===== config.mk =====
export PLATFORM = sky130hd
export DESIGN_NAME = hpst_mul
export DESIGN_NICKNAME = d
export VERILOG_FILES = /design/src/rtl/hpst_pkg.sv /design/src/rtl/hpst_mul.sv
export SDC_FILE = /design/constraint.sdc
export NUM_CORES = 2
export LEC_CHECK = 0
export BUFFER_PORTS_ARGS = -buffer_cell sky130_fd_sc_hd__buf_2
export CAP_MARGIN = 25
export CORE_ASPECT_RATIO = 1.25
export CORE_MARGIN = 4
export CORE_UTILIZATION = 40
export CTS_BUF_LIST = sky130_fd_sc_hd__clkbuf_16
export DETAILED_ROUTE_END_ITERATION = 12
export HOLD_SLACK_MARGIN = 0.03
export MAX_ROUTING_LAYER = met4
export PLACE_DENSITY_LB_ADDON = 0.12
export SLEW_MARGIN = 30
export SYNTH_ARGS = -nofsm -noshare
export SYNTH_HDL_FRONTEND = slang
export SYNTH_SLANG_ARGS = --single-unit
export TNS_END_PERCENT = 5

===== constraint.sdc =====
create_clock -name clk -period 14.45 [get_ports clk]
set_clock_uncertainty 0.2 [all_clocks]
set_input_delay 2.89 -clock clk [delete_from_list [all_inputs] [get_ports clk]]
set_output_delay 2.89 -clock clk [all_outputs]
set_load 0.1 [all_outputs]

===== src/rtl/hpst_pkg.sv =====
`timescale 1ns / 1ps

package hpst_pkg;

  localparam int COORD_BITS = 32;
  localparam int COEF_BITS  = 32;
  localparam int FRAC_SHIFT = 30;
  localparam int DIGIT_BITS = 32;
  localparam int MUL_STAGES = 3;
  localparam int NUM_STAGES = 2 * MUL_STAGES + 5;

  localparam logic signed [COEF_BITS-1:0] ONE_Q30 = COEF_BITS'(1) << FRAC_SHIFT;

  typedef struct packed {
    logic [NUM_STAGES-1:0] adv;
    logic [NUM_STAGES-1:0] valid;
  } pipe_ctrl_t;

endpackage


===== src/rtl/hpst_mul.sv =====
`timescale 1ns / 1ps

module hpst_mul #(
  parameter int WA = 32,
  parameter int WB = 32
) (
  input  logic                            clk,
  input  logic [hpst_pkg::MUL_STAGES-1:0] adv,
  input  logic signed [WA-1:0]            a,
  input  logic signed [WB-1:0]            b,
  output logic signed [WA+WB-1:0]         p
);

  localparam int D   = hpst_pkg::DIGIT_BITS;
  localparam int NA  = (WA + D - 1) / D;
  localparam int NB  = (WB + D - 1) / D;
  localparam int EA  = NA * D;
  localparam int EB  = NB * D;
  localparam int PPW = 2 * D + 2;
  localparam int RW  = D * (NB + 1) + 4;
  localparam int SW  = D * (NA + NB + 1) + 4;

  logic signed [EA-1:0]  ax;
  logic signed [EB-1:0]  bx;
  logic signed [D:0]     da [NA];
  logic signed [D:0]     db [NB];
  logic signed [PPW-1:0] pp [NA][NB];
  logic signed [RW-1:0]  row_sum [NA];
  logic signed [RW-1:0]  row [NA];
  logic signed [SW-1:0]  total;

  assign ax = EA'(a);
  assign bx = EB'(b);

  // top digit carries the sign, lower digits are unsigned
  always_comb begin
    for (int i = 0; i < NA; i++) begin
      if (i == NA - 1) begin
        da[i] = {ax[EA-1], ax[i*D +: D]};
      end else begin
        da[i] = {1'b0, ax[i*D +: D]};
      end
    end
    for (int j = 0; j < NB; j++) begin
      if (j == NB - 1) begin
        db[j] = {bx[EB-1], bx[j*D +: D]};
      end else begin
        db[j] = {1'b0, bx[j*D +: D]};
      end
    end
  end

  always_ff @(posedge clk) begin
    if (adv[0]) begin
      for (int i = 0; i < NA; i++) begin
        for (int j = 0; j < NB; j++) begin
          pp[i][j] <= da[i] * db[j];
        end
      end
    end
  end

  always_comb begin
    logic signed [RW-1:0] acc;
    for (int i = 0; i < NA; i++) begin
      acc = '0;
      for (int j = 0; j < NB; j++) begin
        acc = acc + (RW'(pp[i][j]) <<< (D * j));
      end
      row_sum[i] = acc;
    end
  end

  always_ff @(posedge clk) begin
    if (adv[1]) begin
      row <= row_sum;
    end
  end

  always_comb begin
    logic signed [SW-1:0] acc;
    acc = '0;
    for (int i = 0; i < NA; i++) begin
      acc = acc + (SW'(row[i]) <<< (D * i));
    end
    total = acc;
  end

  always_ff @(posedge clk) begin
    if (adv[2]) begin
      p <= total[WA+WB-1:0];
    end
  end

endmodule


==> results.sh <==
export IMPL_outcome="finished, final reports clean"
export IMPL_slowest_delay_ps=830
export IMPL_critPathCaptureType="flop"
export IMPL_avgSynthCellArea_um2=10.3
export IMPL_cp_start_kind="primary input"
export IMPL_synth_seq_cells=192
export IMPL_final_min_clock_period_ps=11160
export IMPL_crit_path_max_fanout=32
export IMPL_firstDrtPassIters=5
export IMPL_async_flop_share_pct=0
export IMPL_relSlewSlack_pct=40.7
export IMPL_drive_gt1_share_pct=4.96
export IMPL_cts_hold_buffers=0
export IMPL_grt_pass1_vias=30611
export IMPL_cts_root_buf="clkbuf_16"
export IMPL_ys_warn_count=0
export IMPL_routed_wl_um=118000
export IMPL_cts_buffers=17
export IMPL_antenna_found_initial=12
export IMPL_grt_ovfl_total=0
export IMPL_ys_seq_area_share_pct=13.8
export IMPL_drtIter0Drc=1300
export IMPL_io_pins=132
export IMPL_slowest_stage="fa_1"
export IMPL_clock_sinks=192
export IMPL_synthesis_nets=5396
export IMPL_fmax_ghz=0.0896
export IMPL_die_h_um=370
export IMPL_route_detailed_drc=0
export IMPL_rows=132
export IMPL_crit_top_cell="fa_1"
export IMPL_hold_path_class="flop to flop"
export IMPL_cts_clk_slew_worst_paths_ps=70
export IMPL_syn2layout_area_growth_pct=5.46
export IMPL_grt_pass1_wl_um=183000
export IMPL_cp_required_ps=14440
export IMPL_hold_violations=0
export IMPL_cts_resized=0
export IMPL_maxSlewViolCount=0
export IMPL_grt_max_degree=65
export IMPL_period_share_pct=77.3
export IMPL_path_class="primary input to flop"
export IMPL_final_cell_mix="fa_1 (1,082), inv_1 (953), nand2_1 (526)"
export IMPL_cts_tree="built"
export IMPL_h_tree_depth=4
export IMPL_setup_viol=0
export IMPL_rsz0062_at_grt="false"
export IMPL_netlist_area_um2=41900
export IMPL_tns_ps=0
export IMPL_crit_arrival_ps=11160
export IMPL_io_buffers=131
export IMPL_worst_pin_slew_ps=890
export IMPL_clk_latency_ps=440
export IMPL_synthCells=4062
export IMPL_yosysUniqueCellTypes=61
export IMPL_gr_usage_all_layers_pct=22.8
export IMPL_routabilityCongestion=0.862
export IMPL_die_width_um=298
export IMPL_wire_per_inst_um=22.0
export IMPL_start_util_pct=40.4
export IMPL_final_common_cell="fa_1"
export IMPL_vias=26998
export IMPL_num_nets_final=5355
export IMPL_detail_route_antenna_nets=0
export IMPL_maxCapViolCount=0
export IMPL_dp_hpwl_um=94900
export IMPL_viasPerCell=5.02
export IMPL_core_um2=104000
export IMPL_clockBufferDepth=2
export IMPL_synth_top_flop_cell="edfxtp_1"
export IMPL_die_area_um2=110000
export IMPL_synth_edf_count=192
export IMPL_cts_setup_buffers=0
==> cells by family after synthesis <==
group | count (synthesis) | share of synthesized area, %
AOI/OAI and AO/OA | 207 | 3.27
xor gates and xnor gates | 70 | 1.46
adders and majority gates | 1266 | 57.1
buffers and inverters | 1169 | 10.5
DFF | 192 | 13.8
muxes | 1 | 0.0239
and+or+nand+nor | 1157 | 13.8
==> metrics by stage <==
step                cell area [um2]  cells  hold slack [ps]  utilization (%)  setup WS (ps)
CTS                           44200   5373              219             42.5           3280
global route                  44200   5381              225             42.6           2740
global placement              43600   5341              202             42.0           3000
finish                        44200   5381              218             42.6           3290
floorplan                     41900   4062              200                -           4150
detailed placement            43600   5341              205             42.0           2860
==> cell type report <==
class                      count  area (um2)
tap                         1340        1680
multi-input combinational   2701       31700
fill                       10185       59700
timing repair buffer         155         858
antenna                        7        17.5
sequential                   192        5770
clock inverter                15         146
clock buffer                  17         425
inverter                     954        3580
==> synth_stat cells, types with 2 or more instances <==
master,instances,area share [%]
and3_1,6,0.090
xor2_1,19,0.40
nor2_1,53,0.47
nand2b_1,9,0.13
nand3_1,8,0.095
nand4_1,16,0.24
nor3_1,7,0.084
buf_2,7,0.084
o21ai_0,23,0.27
o21bai_1,16,0.29
edfxtp_1,192,14
a211oi_1,5,0.090
a211o_1,3,0.063
nor3b_1,3,0.054
o21a_1,8,0.14
clkbuf_1,204,1.8
o22ai_1,3,0.045
o21ai_1,6,0.072
o311ai_1,2,0.042
a211oi_2,3,0.090
xnor2_1,51,1.1
o31a_1,2,0.042
inv_1,953,8.5
or3_1,2,0.030
o21ai_2,3,0.063
and2_1,513,7.7
a21oi_1,69,0.82
o221ai_1,2,0.042
buf_4,3,0.054
a21boi_0,3,0.054
o31ai_1,2,0.036
a21o_1,23,0.41
nand2_1,526,4.7
o211ai_1,7,0.13
a31oi_1,12,0.18
fa_1,1082,52
ha_1,184,5.5
nor2b_1,7,0.10
a221oi_1,3,0.063
==> final timing paths <==
path                       start             endpoint  slack [ps]  cells after the start
max                        a[31]  pp[0][61]$_DFFE_PP_        3290                     27
max reg2reg  pp[0][54]$_DFFE_PP_    row[54]$_DFFE_PP_       13520                      0
min          pp[0][24]$_DFFE_PP_    row[24]$_DFFE_PP_         220                      0
min reg2reg  pp[0][24]$_DFFE_PP_    row[24]$_DFFE_PP_         220                      0
==> critical path, delay by kind of cell <==
family / cells / cell delay, ps
buf+inv: 8 / 1670
simple gates: 3 / 620
compound gates: 7 / 1340
fa+ha+maj: 9 / 4620
==> flip-flops by register name, summed over array words and instances, names as in the netlist <==
signal,flops
row_sum,1
pp,64
p,64
row,63
==> per-layer routing <==
layer	vias to the layer above	share of wire, %	wire [um]	GRT usage, %
li1	11730	-	-	-
met1	14474	35	41600	24.0
met2	594	56	66800	43.2
met3	200	3.3	3860	2.41
met4	0	5.2	6100	9.66
met5	-	0	0	-
Power is left out: the tool's default activity adds up to more than one toggle a clock period on the data nets, which glitch-free logic cannot reach.
