$ cat config.mk
export PLATFORM = sky130hd
export DESIGN_NAME = hpst_ctrl
export DESIGN_NICKNAME = d
export VERILOG_FILES = /design/src/rtl/hpst_pkg.sv /design/src/rtl/hpst_ctrl.sv
export SDC_FILE = /design/constraint.sdc
export NUM_CORES = 1
export LEC_CHECK = 0
export BUFFER_PORTS_ARGS = -buffer_cell sky130_fd_sc_hd__clkbuf_2
export CAP_MARGIN = 20
export CORE_AREA = 2 2 39 41
export DETAILED_ROUTE_END_ITERATION = 6
export DIE_AREA = 0 0 41 43
export HOLD_SLACK_MARGIN = 0.02
export PLACE_DENSITY_LB_ADDON = 0.2
export SLEW_MARGIN = 40
export SYNTH_ARGS = -nofsm -noshare
export SYNTH_HDL_FRONTEND = slang
export SYNTH_SLANG_ARGS = --single-unit
$ cat constraint.sdc
create_clock -name clk -period 1.3 [get_ports clk]
set_input_delay 0.13 -clock clk [delete_from_list [all_inputs] [get_ports clk]]
set_output_delay 0.13 -clock clk [all_outputs]
set_load 0.01 [all_outputs]
$ cat src/rtl/hpst_pkg.sv
`timescale 1ns / 1ps

package hpst_pkg;

  localparam int COORD_BITS = 32;
  localparam int COEF_BITS  = 32;
  localparam int FRAC_SHIFT = 30;
  localparam int DIGIT_BITS = 32;
  localparam int MUL_STAGES = 3;
  localparam int NUM_STAGES = 2 * MUL_STAGES + 5;

  localparam logic signed [COEF_BITS-1:0] ONE_Q30 = COEF_BITS'(1) << FRAC_SHIFT;

  typedef struct packed {
    logic [NUM_STAGES-1:0] adv;
    logic [NUM_STAGES-1:0] valid;
  } pipe_ctrl_t;

endpackage

$ cat src/rtl/hpst_ctrl.sv
`timescale 1ns / 1ps

module hpst_ctrl (
  input  logic                 clk,
  input  logic                 rst,
  input  logic                 in_valid,
  input  logic                 out_ready,
  output hpst_pkg::pipe_ctrl_t ctl
);

  localparam int N = hpst_pkg::NUM_STAGES;

  logic [N-1:0] valid;
  logic [N-1:0] adv;

  // a stage moves when the output drains or some stage at or after it is empty
  always_comb begin
    for (int s = 0; s < N; s++) begin
      adv[s] = out_ready || !(&(valid | ((N'(1) << s) - N'(1))));
    end
  end

  always_ff @(posedge clk) begin
    if (rst) begin
      valid <= '0;
    end else begin
      for (int s = 0; s < N; s++) begin
        if (adv[s]) begin
          valid[s] <= (s == 0) ? in_valid : valid[(s == 0) ? 0 : s - 1];
        end
      end
    end
  end

  assign ctl.adv   = adv;
  assign ctl.valid = valid;

`ifndef SYNTHESIS
  a_occupancy: assert property (@(posedge clk) disable iff (rst)
    !rst |=> $countones(valid) == $past($countones(valid)) + $past(in_valid && adv[0])
                                  - $past(valid[N-1] && out_ready))
    else $error("pipeline item count does not match accepted and delivered items");

  a_full_stall: assert property (@(posedge clk) disable iff (rst)
    (&valid) && !out_ready |-> !adv[0])
    else $error("item accepted into a full stalled pipeline");

  a_empty_takes: assert property (@(posedge clk) disable iff (rst)
    valid == '0 |-> adv[0])
    else $error("empty pipeline refuses an item");

  a_drain_all: assert property (@(posedge clk) disable iff (rst)
    out_ready |-> &adv)
    else $error("stage held while output drains");
`endif

endmodule

==> impl_metrics.env, run 1 <==
export IMPL_cts_sinks=11
export IMPL_synth_largest_area_cell="dfxtp_1"
export IMPL_chipWidth_microns=41
export IMPL_cts_tree="done"
export IMPL_largest_reg_flops=11
export IMPL_final_nets=95
export IMPL_power_density_nw_per_um2=810
export IMPL_worstPathRequired_ns=1.17
export IMPL_synth_top_area_share_pct=44.8
export IMPL_synth_distinct_cells=19
export IMPL_synth_edff_count=0
export IMPL_diodes=0
export IMPL_yosys_top_cells_count="dfxtp_1, a21oi_1, inv_1, nor2_1"
export IMPL_io_pin_count=26
export IMPL_finalCriticalPeriod_ns=1.37
export IMPL_ys_warn_count=0
export IMPL_combPwrFrac_pct=4.7
export IMPL_met3_usage_pct=3.14
export IMPL_p_int_uw=471
export IMPL_cap_violations=0
export IMPL_netlist_instances=52
export IMPL_multi_input_area_sq_um=223
export IMPL_wirelength_mm=1.03
export IMPL_yosys_cell_count_top_type="dfxtp_1"
export IMPL_yosysSeqAreaShare_pct=44.8
export IMPL_place_area_sq_um=648
export IMPL_area_delta_synth_final_pct=52.2
export IMPL_critPathMaxFanout=3
export IMPL_syn_area_per_cell_sq_um=9.46
export IMPL_netlist_area_sq_um=492
export IMPL_r2r_start="valid[9]"
export IMPL_wl_per_cell_microns=9.75
export IMPL_ir_worst_vdd_mv=0.498
export IMPL_syn_num_nets=56
export IMPL_cts_buffers=3
export IMPL_grt_util_met2_pct=19.1
export IMPL_io_buffers=25
export IMPL_die_h_microns=43
export IMPL_maxSlewHeadroom_pct=82.1
export IMPL_start_util_pct=35.5
export IMPL_whs_endpoint="valid[0]"
export IMPL_post_route_period_util_pct=105
export IMPL_critical_path_arrival_ns=1.24
export IMPL_met1_usage_pct=18.4
export IMPL_top_register="valid"
export IMPL_min_from="in_valid"
export IMPL_coreArea_sq_um=1380
export IMPL_power_uw=606
export IMPL_crit_reg2reg_capture="valid[6]"
export IMPL_end_kind="output pin"
export IMPL_power_switching_uw=135
export IMPL_clkTransAtPathRegs_ns=0.07
export IMPL_tightest_slew_ns=0.268
export IMPL_grt_ovfl_total=0
export IMPL_ctsHoldBuffers=0
export IMPL_reg_largest_list="valid (11)"
export IMPL_antenna_found_initial=0
export IMPL_fmax_mhz=731
export IMPL_switching_share_pct=22.2
export IMPL_power_frac_seq_pct=56.6
export IMPL_drc=0
export IMPL_grt_pass1_wl_mm=1.64
export IMPL_final_antenna_net_count=0
export IMPL_layout_drive_gt1_share_pct=63.3
export IMPL_fin_area_sq_um=748
export IMPL_maxSlewViolCount=0
export IMPL_worst_slack_ns=-0.0682
export IMPL_grt_busiest_layer="met2"
export IMPL_violations="negative setup slack"
export IMPL_rows=14
export IMPL_startpoint_type="register"
export IMPL_critical_path_class="reg2out"
export IMPL_async_reset_ff_share_pct=0
export IMPL_hp_class="in2reg"
export IMPL_place_gp_congestion=0.768
export IMPL_vias=487
export IMPL_grt_usage_pct=13.9
export IMPL_utilization_pct=54.1
export IMPL_whs_path_depth=3
export IMPL_rsz0062_at_grt="yes"
export IMPL_rr_worst_depth=5
export IMPL_cts_root_buf="clkbuf_4"
export IMPL_yosys_register_bits=11
export IMPL_timing_final_hold_violations=0
export IMPL_drt_iter0_drc=0
export IMPL_fillers=138
export IMPL_dr_pass1_iters=1
export IMPL_cts_htree_levels=1
export IMPL_die_area_sq_um=1760
export IMPL_clock_skew_ns=0.00161
export IMPL_drt_vias_per_instance=4.59
export IMPL_ys_flop_type="dfxtp_1"
export IMPL_status="finished, violations left"
export IMPL_synth_area_top_cells="dfxtp_1, a21oi_1, inv_1"
export IMPL_clk_path_buf_depth=2
export IMPL_reg2reg_slack_ns=0.22
export IMPL_ff_latch_area_sq_um=230
export IMPL_setup_viol=6
export IMPL_dpl_hpwl_microns=742
export IMPL_critPathLaunch="valid[9]"
export IMPL_leakage_uw=0.000365
export IMPL_clkLatencyLatePin_ns=0.27
export IMPL_grt_max_degree=13
export IMPL_p_clk_share_pct=38.7
export IMPL_grt_pass1_vias=408
==> routing by layer <==
metal,share of wire [%],wire [microns]
met5,0,0
met4,0.77,8
met3,5.1,53
met2,49,503
met1,45,467
==> power groups by stage <==
stage	Combinational, uW	Clock (uW)	Sequential, uW
2_1_floorplan	11.4	0	355
3_3_place_gp	27.0	0	352
3_5_place_dp	27.2	0	353
4_1_cts	27.3	239	345
5_1_grt	31.6	251	344
6_report	28.5	235	343
==> worst max-delay path, stage by stage (launching register included) <==
cell and delay [ns]:
dfxtp_2 0.32, and3b_2 0.24, nand4_4 0.08, or2_1 0.21
clkbuf_2 0.12
==> what timing repair did <==
action	4_1_cts	5_1_grt
setup endpoints to repair	8	10
setup buffers	6	1
resized for setup	10	1
pin swaps	4	0
==> cell usage in the layout (no fill, tap or decap), drive strengths merged <==
cell and instances:
clkbuf 29, buf 12, dfxtp 11, a21oi 9, inv 8, nor2 4
nand4 4, nand2b 2, nand2 2, nand3 2, and3 2, and2 2
and3b 1, or2 1, o31ai 1
==> cell type report <==
type                    instances  share of cell area, %
well taps                      16                   2.68
clock buffers                   4                   3.51
flip-flops and latches         11                   30.8
repair buffers                 37                   29.3
inverters                       8                   4.01
multi-input cells              30                   29.8
==> how the worst max path moves through the flow <==
stage,end,cells past startpoint
after floorplan,ctl[11],4
after global placement,ctl[16],4
after detailed placement,ctl[16],4
after CTS,ctl[11],4
after global routing,ctl[11],4
final,ctl[11],4
==> stage by stage <==
step | setup slack, ns | instances | hold WS [ns] | TNS (ns)
after CTS | -0.0784 | 105 | 0.0748 | -0.299
after global routing | -0.118 | 106 | 0.0925 | -0.582
final | -0.0682 | 106 | 0.0770 | -0.244
after detailed placement | 0.0875 | 95 | 0.354 | 0
after global placement | 0.121 | 95 | 0.348 | 0
after floorplan | 0.0896 | 52 | 0.223 | 0
==> logic make-up after synthesis <==
family / Yosys count / share of synthesized area, %
AO/OA/AOI/OAI: 10 / 12.5
AND/OR/NAND/NOR: 20 / 31.3
buffers and inverters: 11 / 11.4
flip-flops: 11 / 44.8
No activity file was read; power rests on OpenSTA's default activity.
==> run 2, diff against run 1 <==
==> constraint.sdc (replaced) <==
create_clock -name clk -period 1.3 [get_ports clk]
set_input_delay 0.325 -clock clk [delete_from_list [all_inputs] [get_ports clk]]
set_output_delay 0.325 -clock clk [all_outputs]
set_load 0.01 [all_outputs]
==> impl_metrics.env, run 2 (synthesized netlist as in run 1, its figures left out) <==
export IMPL_status="finished, violations left"
export IMPL_violations="negative setup slack"
export IMPL_timing_final_hold_violations=0
export IMPL_drt_vias_per_instance=4.45
export IMPL_grt_max_degree=13
export IMPL_io_pin_count=26
export IMPL_final_common_cell="clkbuf_2"
export IMPL_drc=0
export IMPL_clkLatencyLatePin_ns=0.27
export IMPL_rr_worst_depth=6
export IMPL_die_area_sq_um=1760
export IMPL_rsz0062_at_grt="yes"
export IMPL_antenna_found_initial=0
export IMPL_final_nets=103
export IMPL_start_util_pct=35.5
export IMPL_power_density_nw_per_um2=687
export IMPL_io_buffers=25
export IMPL_place_area_sq_um=762
export IMPL_cts_htree_levels=1
export IMPL_rows=14
export IMPL_critical_path_class="reg2out"
export IMPL_cts_root_buf="clkbuf_4"
export IMPL_wl_per_cell_microns=10.9
export IMPL_hp_class="in2reg"
export IMPL_tightest_slew_ns=0.256
export IMPL_area_delta_synth_final_pct=80.4
export IMPL_whs_ns=0.264
export IMPL_cts_buffers=3
export IMPL_utilization_pct=64.1
export IMPL_dpl_hpwl_microns=937
export IMPL_wirelength_mm=1.25
export IMPL_clock_skew_ns=0.00859
export IMPL_dp_slack_ns=-0.157
export IMPL_clkTransAtPathRegs_ns=0.08
export IMPL_place_gp_congestion=0.766
export IMPL_coreArea_sq_um=1380
export IMPL_maxSlewHeadroom_pct=82.9
export IMPL_worstPathRequired_ns=0.98
export IMPL_finalCriticalPeriod_ns=1.60
export IMPL_die_h_microns=43
export IMPL_drt_iter0_drc=3
export IMPL_critPathMaxFanout=3
export IMPL_critical_path_arrival_ns=1.28
export IMPL_cts_tree="done"
export IMPL_ir_worst_vdd_mv=0.541
export IMPL_grt_usage_pct=17.5
export IMPL_whs_path_depth=3
export IMPL_largest_reg_flops=11
export IMPL_diodes=0
export IMPL_grt_pass1_vias=496
export IMPL_layout_drive_gt1_share_pct=74.5
export IMPL_leakage_uw=0.000447
export IMPL_top_register="valid"
export IMPL_clk_path_buf_depth=2
export IMPL_worst_slack_ns=-0.303
export IMPL_setup_viol=10
export IMPL_vias=507
export IMPL_dr_pass1_iters=3
export IMPL_post_route_period_util_pct=123
export IMPL_fmax_mhz=624
export IMPL_cap_violations=0
export IMPL_grt_ovfl_total=0
export IMPL_cts_sinks=11
export IMPL_ctsHoldBuffers=0
export IMPL_end_kind="output pin"
export IMPL_grt_pass1_wl_mm=2.05
export IMPL_fillers=117
export IMPL_reg2reg_slack_ns=0.04
export IMPL_reg_largest_list="valid (11)"
export IMPL_chipWidth_microns=41
export IMPL_startpoint_type="register"
export IMPL_final_cell_mix="clkbuf_2, buf_4, buf_6"
export IMPL_final_antenna_net_count=0
export IMPL_maxSlewViolCount=0
export IMPL_fin_area_sq_um=887
run 2: report_power, final:
group	internal [uW]	leakage (uW)	switching, uW
sequential	338	0.0000943	2.62
clock	119	0.0000150	118
combinational	15.3	0.000338	17.2
total	472	0.000447	137
run 2: final cells by class:
| class | count | area (sq um) | share of cell area, % |
|---|---|---|---|
| timing repair buffer | 45 | 324 | 36.5 |
| inverter | 8 | 30.0 | 3.39 |
| sequential | 11 | 236 | 26.7 |
| tap | 16 | 20.0 | 2.26 |
| clock buffer | 4 | 26.3 | 2.96 |
| multi-input combinational | 30 | 250 | 28.2 |
run 2: through the flow:
stage	TNS [ns]	power, uW	cells
floorplan	-0.0110	363	52
global placement	-0.778	379	107
detailed placement	-0.886	380	107
CTS	-2.33	615	112
global route	-2.96	642	114
finish	-2.18	609	114
run 2: routing by layer:
layer  global-route usage (%)  up-vias  part of all wire [%]
li1                         -      263                     -
met1                     21.6      233                    40
met2                     25.9        9                    56
met3                     3.14        2                   2.8
met4                     12.0        0                   1.2
met5                        0        -                     0
run 2: path summary, 6_finish.rpt:
kind / start / endpoint
worst max-delay path: valid[10] / ctl[11]
worst min-delay path: in_valid / valid[0]
worst max register to register: valid[10] / valid[0]
worst min register to register: valid[0] / valid[0]
run 2: worst max-delay path, cell delays in order, from the launching register on:
cell     delay (ns)
dfxtp_2        0.33
and3b_2        0.23
nand4_4        0.09
or2_4          0.24
buf_6          0.12
run 2: repair_timing:
item | 4_1_cts | 5_1_grt
pin swaps | 2 | 2
setup buffers | 1 | 2
resized for setup | 3 | 20
endpoints found under the setup margin | 10 | 11
hold endpoints to repair | 0 | 0
==> run 3, diff against run 2 <==
--- a/config.mk
+++ b/config.mk
@@ -8,10 +8,11 @@
 export BUFFER_PORTS_ARGS = -buffer_cell sky130_fd_sc_hd__clkbuf_2
 export CAP_MARGIN = 20
 export CORE_AREA = 2 2 39 41
+export CTS_BUF_LIST = sky130_fd_sc_hd__clkbuf_4 sky130_fd_sc_hd__clkbuf_8 sky130_fd_sc_hd__clkbuf_16
 export DETAILED_ROUTE_END_ITERATION = 6
 export DIE_AREA = 0 0 41 43
 export HOLD_SLACK_MARGIN = 0.02
-export PLACE_DENSITY_LB_ADDON = 0.2
+export PLACE_DENSITY_LB_ADDON = 0.05
 export SLEW_MARGIN = 40
 export SYNTH_ARGS = -nofsm -noshare
 export SYNTH_HDL_FRONTEND = slang
==> impl_metrics.env, run 3 (synthesized netlist as in run 1, its figures left out) <==
export IMPL_status="finished, violations left"
export IMPL_violations="negative setup slack"
export IMPL_cap_violations=0
export IMPL_path_depth=4
export IMPL_worst_slack_ns=-0.301
export IMPL_grt_ovfl_total=0
export IMPL_dpl_hpwl_microns=843
export IMPL_final_nets=101
export IMPL_cp_top_family="simple AND/OR/NAND/NOR gates"
export IMPL_die_area_sq_um=1760
export IMPL_diodes=0
export IMPL_power_density_nw_per_um2=771
export IMPL_start_util_pct=35.5
export IMPL_drt_vias_per_instance=4.30
export IMPL_rr_worst_depth=5
export IMPL_place_gp_congestion=0.667
export IMPL_clkLatencyLatePin_ns=0.27
export IMPL_final_common_cell="clkbuf_2"
export IMPL_layout_drive_gt1_share_pct=70.8
export IMPL_io_pin_count=26
export IMPL_wl_per_cell_microns=10.0
export IMPL_grt_usage_pct=15.0
export IMPL_timing_final_hold_violations=0
export IMPL_place_area_sq_um=762
export IMPL_startpoint_type="register"
export IMPL_cts_htree_levels=1
export IMPL_final_cell_mix="clkbuf_2, buf_4, inv_1, a21oi_1, dfxtp_2"
export IMPL_chipWidth_microns=41
export IMPL_whs_path_depth=3
export IMPL_fmax_mhz=625
export IMPL_top_register="valid"
export IMPL_grt_max_degree=13
export IMPL_area_delta_synth_final_pct=66.7
export IMPL_clk_path_buf_depth=2
export IMPL_crit_buf_inv=1
export IMPL_maxSlewHeadroom_pct=82.1
export IMPL_fin_area_sq_um=820
export IMPL_cts_root_buf="clkbuf_4"
export IMPL_largest_reg_flops=11
export IMPL_tightest_slew_ns=0.269
export IMPL_crit_slowest_cell="dfxtp_2"
export IMPL_ir_worst_vdd_mv=0.528
export IMPL_post_route_period_util_pct=123
export IMPL_utilization_pct=59.2
export IMPL_clock_skew_ns=0.00431
export IMPL_critical_path_arrival_ns=1.28
export IMPL_wirelength_mm=1.12
export IMPL_grt_pass1_vias=418
export IMPL_drc=0
export IMPL_worstPathRequired_ns=0.98
export IMPL_critPathMaxFanout=3
export IMPL_maxSlewViolCount=0
export IMPL_rows=14
export IMPL_cts_tree="done"
export IMPL_io_buffers=25
export IMPL_cts_buffers=3
export IMPL_finalCriticalPeriod_ns=1.60
export IMPL_leakage_uw=0.000406
export IMPL_reg_largest_list="valid (11)"
export IMPL_max_stage_delay_ns=0.33
export IMPL_power_uw=632
export IMPL_clkTransAtPathRegs_ns=0.07
export IMPL_setup_viol=10
export IMPL_hp_class="in2reg"
export IMPL_fillers=139
export IMPL_rsz0062_at_grt="yes"
export IMPL_end_kind="output pin"
export IMPL_crit_path_cell_trace="and3b_2 -> nand4_4 -> or2_4 -> buf_6"
export IMPL_final_antenna_net_count=0
export IMPL_grt_pass1_wl_mm=1.70
export IMPL_die_h_microns=43
export IMPL_drt_iter0_drc=3
export IMPL_vias=482
export IMPL_coreArea_sq_um=1380
export IMPL_dr_pass1_iters=2
export IMPL_critical_path_class="reg2out"
export IMPL_antenna_found_initial=0
export IMPL_cts_sinks=11
run 3: cell count changes in the layout (fill, tap and decap cells not counted), sizes merged:
| cell | previous run | this run |
|---|---|---|
| clkbuf | 22 | 27 |
| buf | 27 | 20 |
run 3: worst paths after layout:
check	from	slack (ns)	end
max	valid[9]	-0.30	ctl[11]
min	in_valid	0.26	valid[0]
max reg2reg	valid[9]	0.14	valid[3]
min reg2reg	valid[0]	0.52	valid[1]
run 3: metrics by stage:
| step | TNS (ns) | hold WS [ns] | instances | worst slack [ns] |
|---|---|---|---|---|
| final | -2.36 | 0.264 | 112 | -0.301 |
| after global routing | -2.97 | 0.271 | 112 | -0.358 |
| after CTS | -2.41 | 0.257 | 112 | -0.304 |
| after detailed placement | -1.00 | 0.515 | 107 | -0.158 |
| after global placement | -0.980 | 0.509 | 107 | -0.153 |
| after floorplan | -0.0110 | 0.418 | 52 | -0.0110 |
run 3: what timing repair did:
item	CTS	global route
hold buffers	0	0
setup buffers	1	0
endpoints found under the hold margin	0	0
pin swaps	4	1
gates resized for setup	4	3
setup endpoints to repair	10	10
run 3: routing by layer:
metal / global-route usage [%] / wire (microns) / vias up
li1: - / - / 258
met1: 20.3 / 552 / 209
met2: 18.8 / 495 / 13
met3: 4.71 / 62 / 2
met4: 12.0 / 11 / 0
met5: 0 / 0 / -
run 3: area by class of cell:
type / instances / area [sq um] / area share (%)
repair buffers: 43 / 278 / 33.9
flip-flops and latches: 11 / 236 / 28.9
multi-input cells: 30 / 225 / 27.5
clock buffers: 4 / 30.0 / 3.66
inverters: 8 / 30.0 / 3.66
well taps: 16 / 20.0 / 2.44
run 3: power breakdown:
part           internal, uW  switching (uW)
registers               338            2.26
clock network           140             121
logic                  14.4            17.0
total                   492             140
run 3: worst register-to-register path, delay by kind of cell, from the launching register on:
kind / cells / cell delay, ns
AND/OR/NAND/NOR: 2 / 0.35
flip-flops: 1 / 0.33
buffers and inverters: 2 / 0.30
AO/OA/AOI/OAI: 1 / 0.11
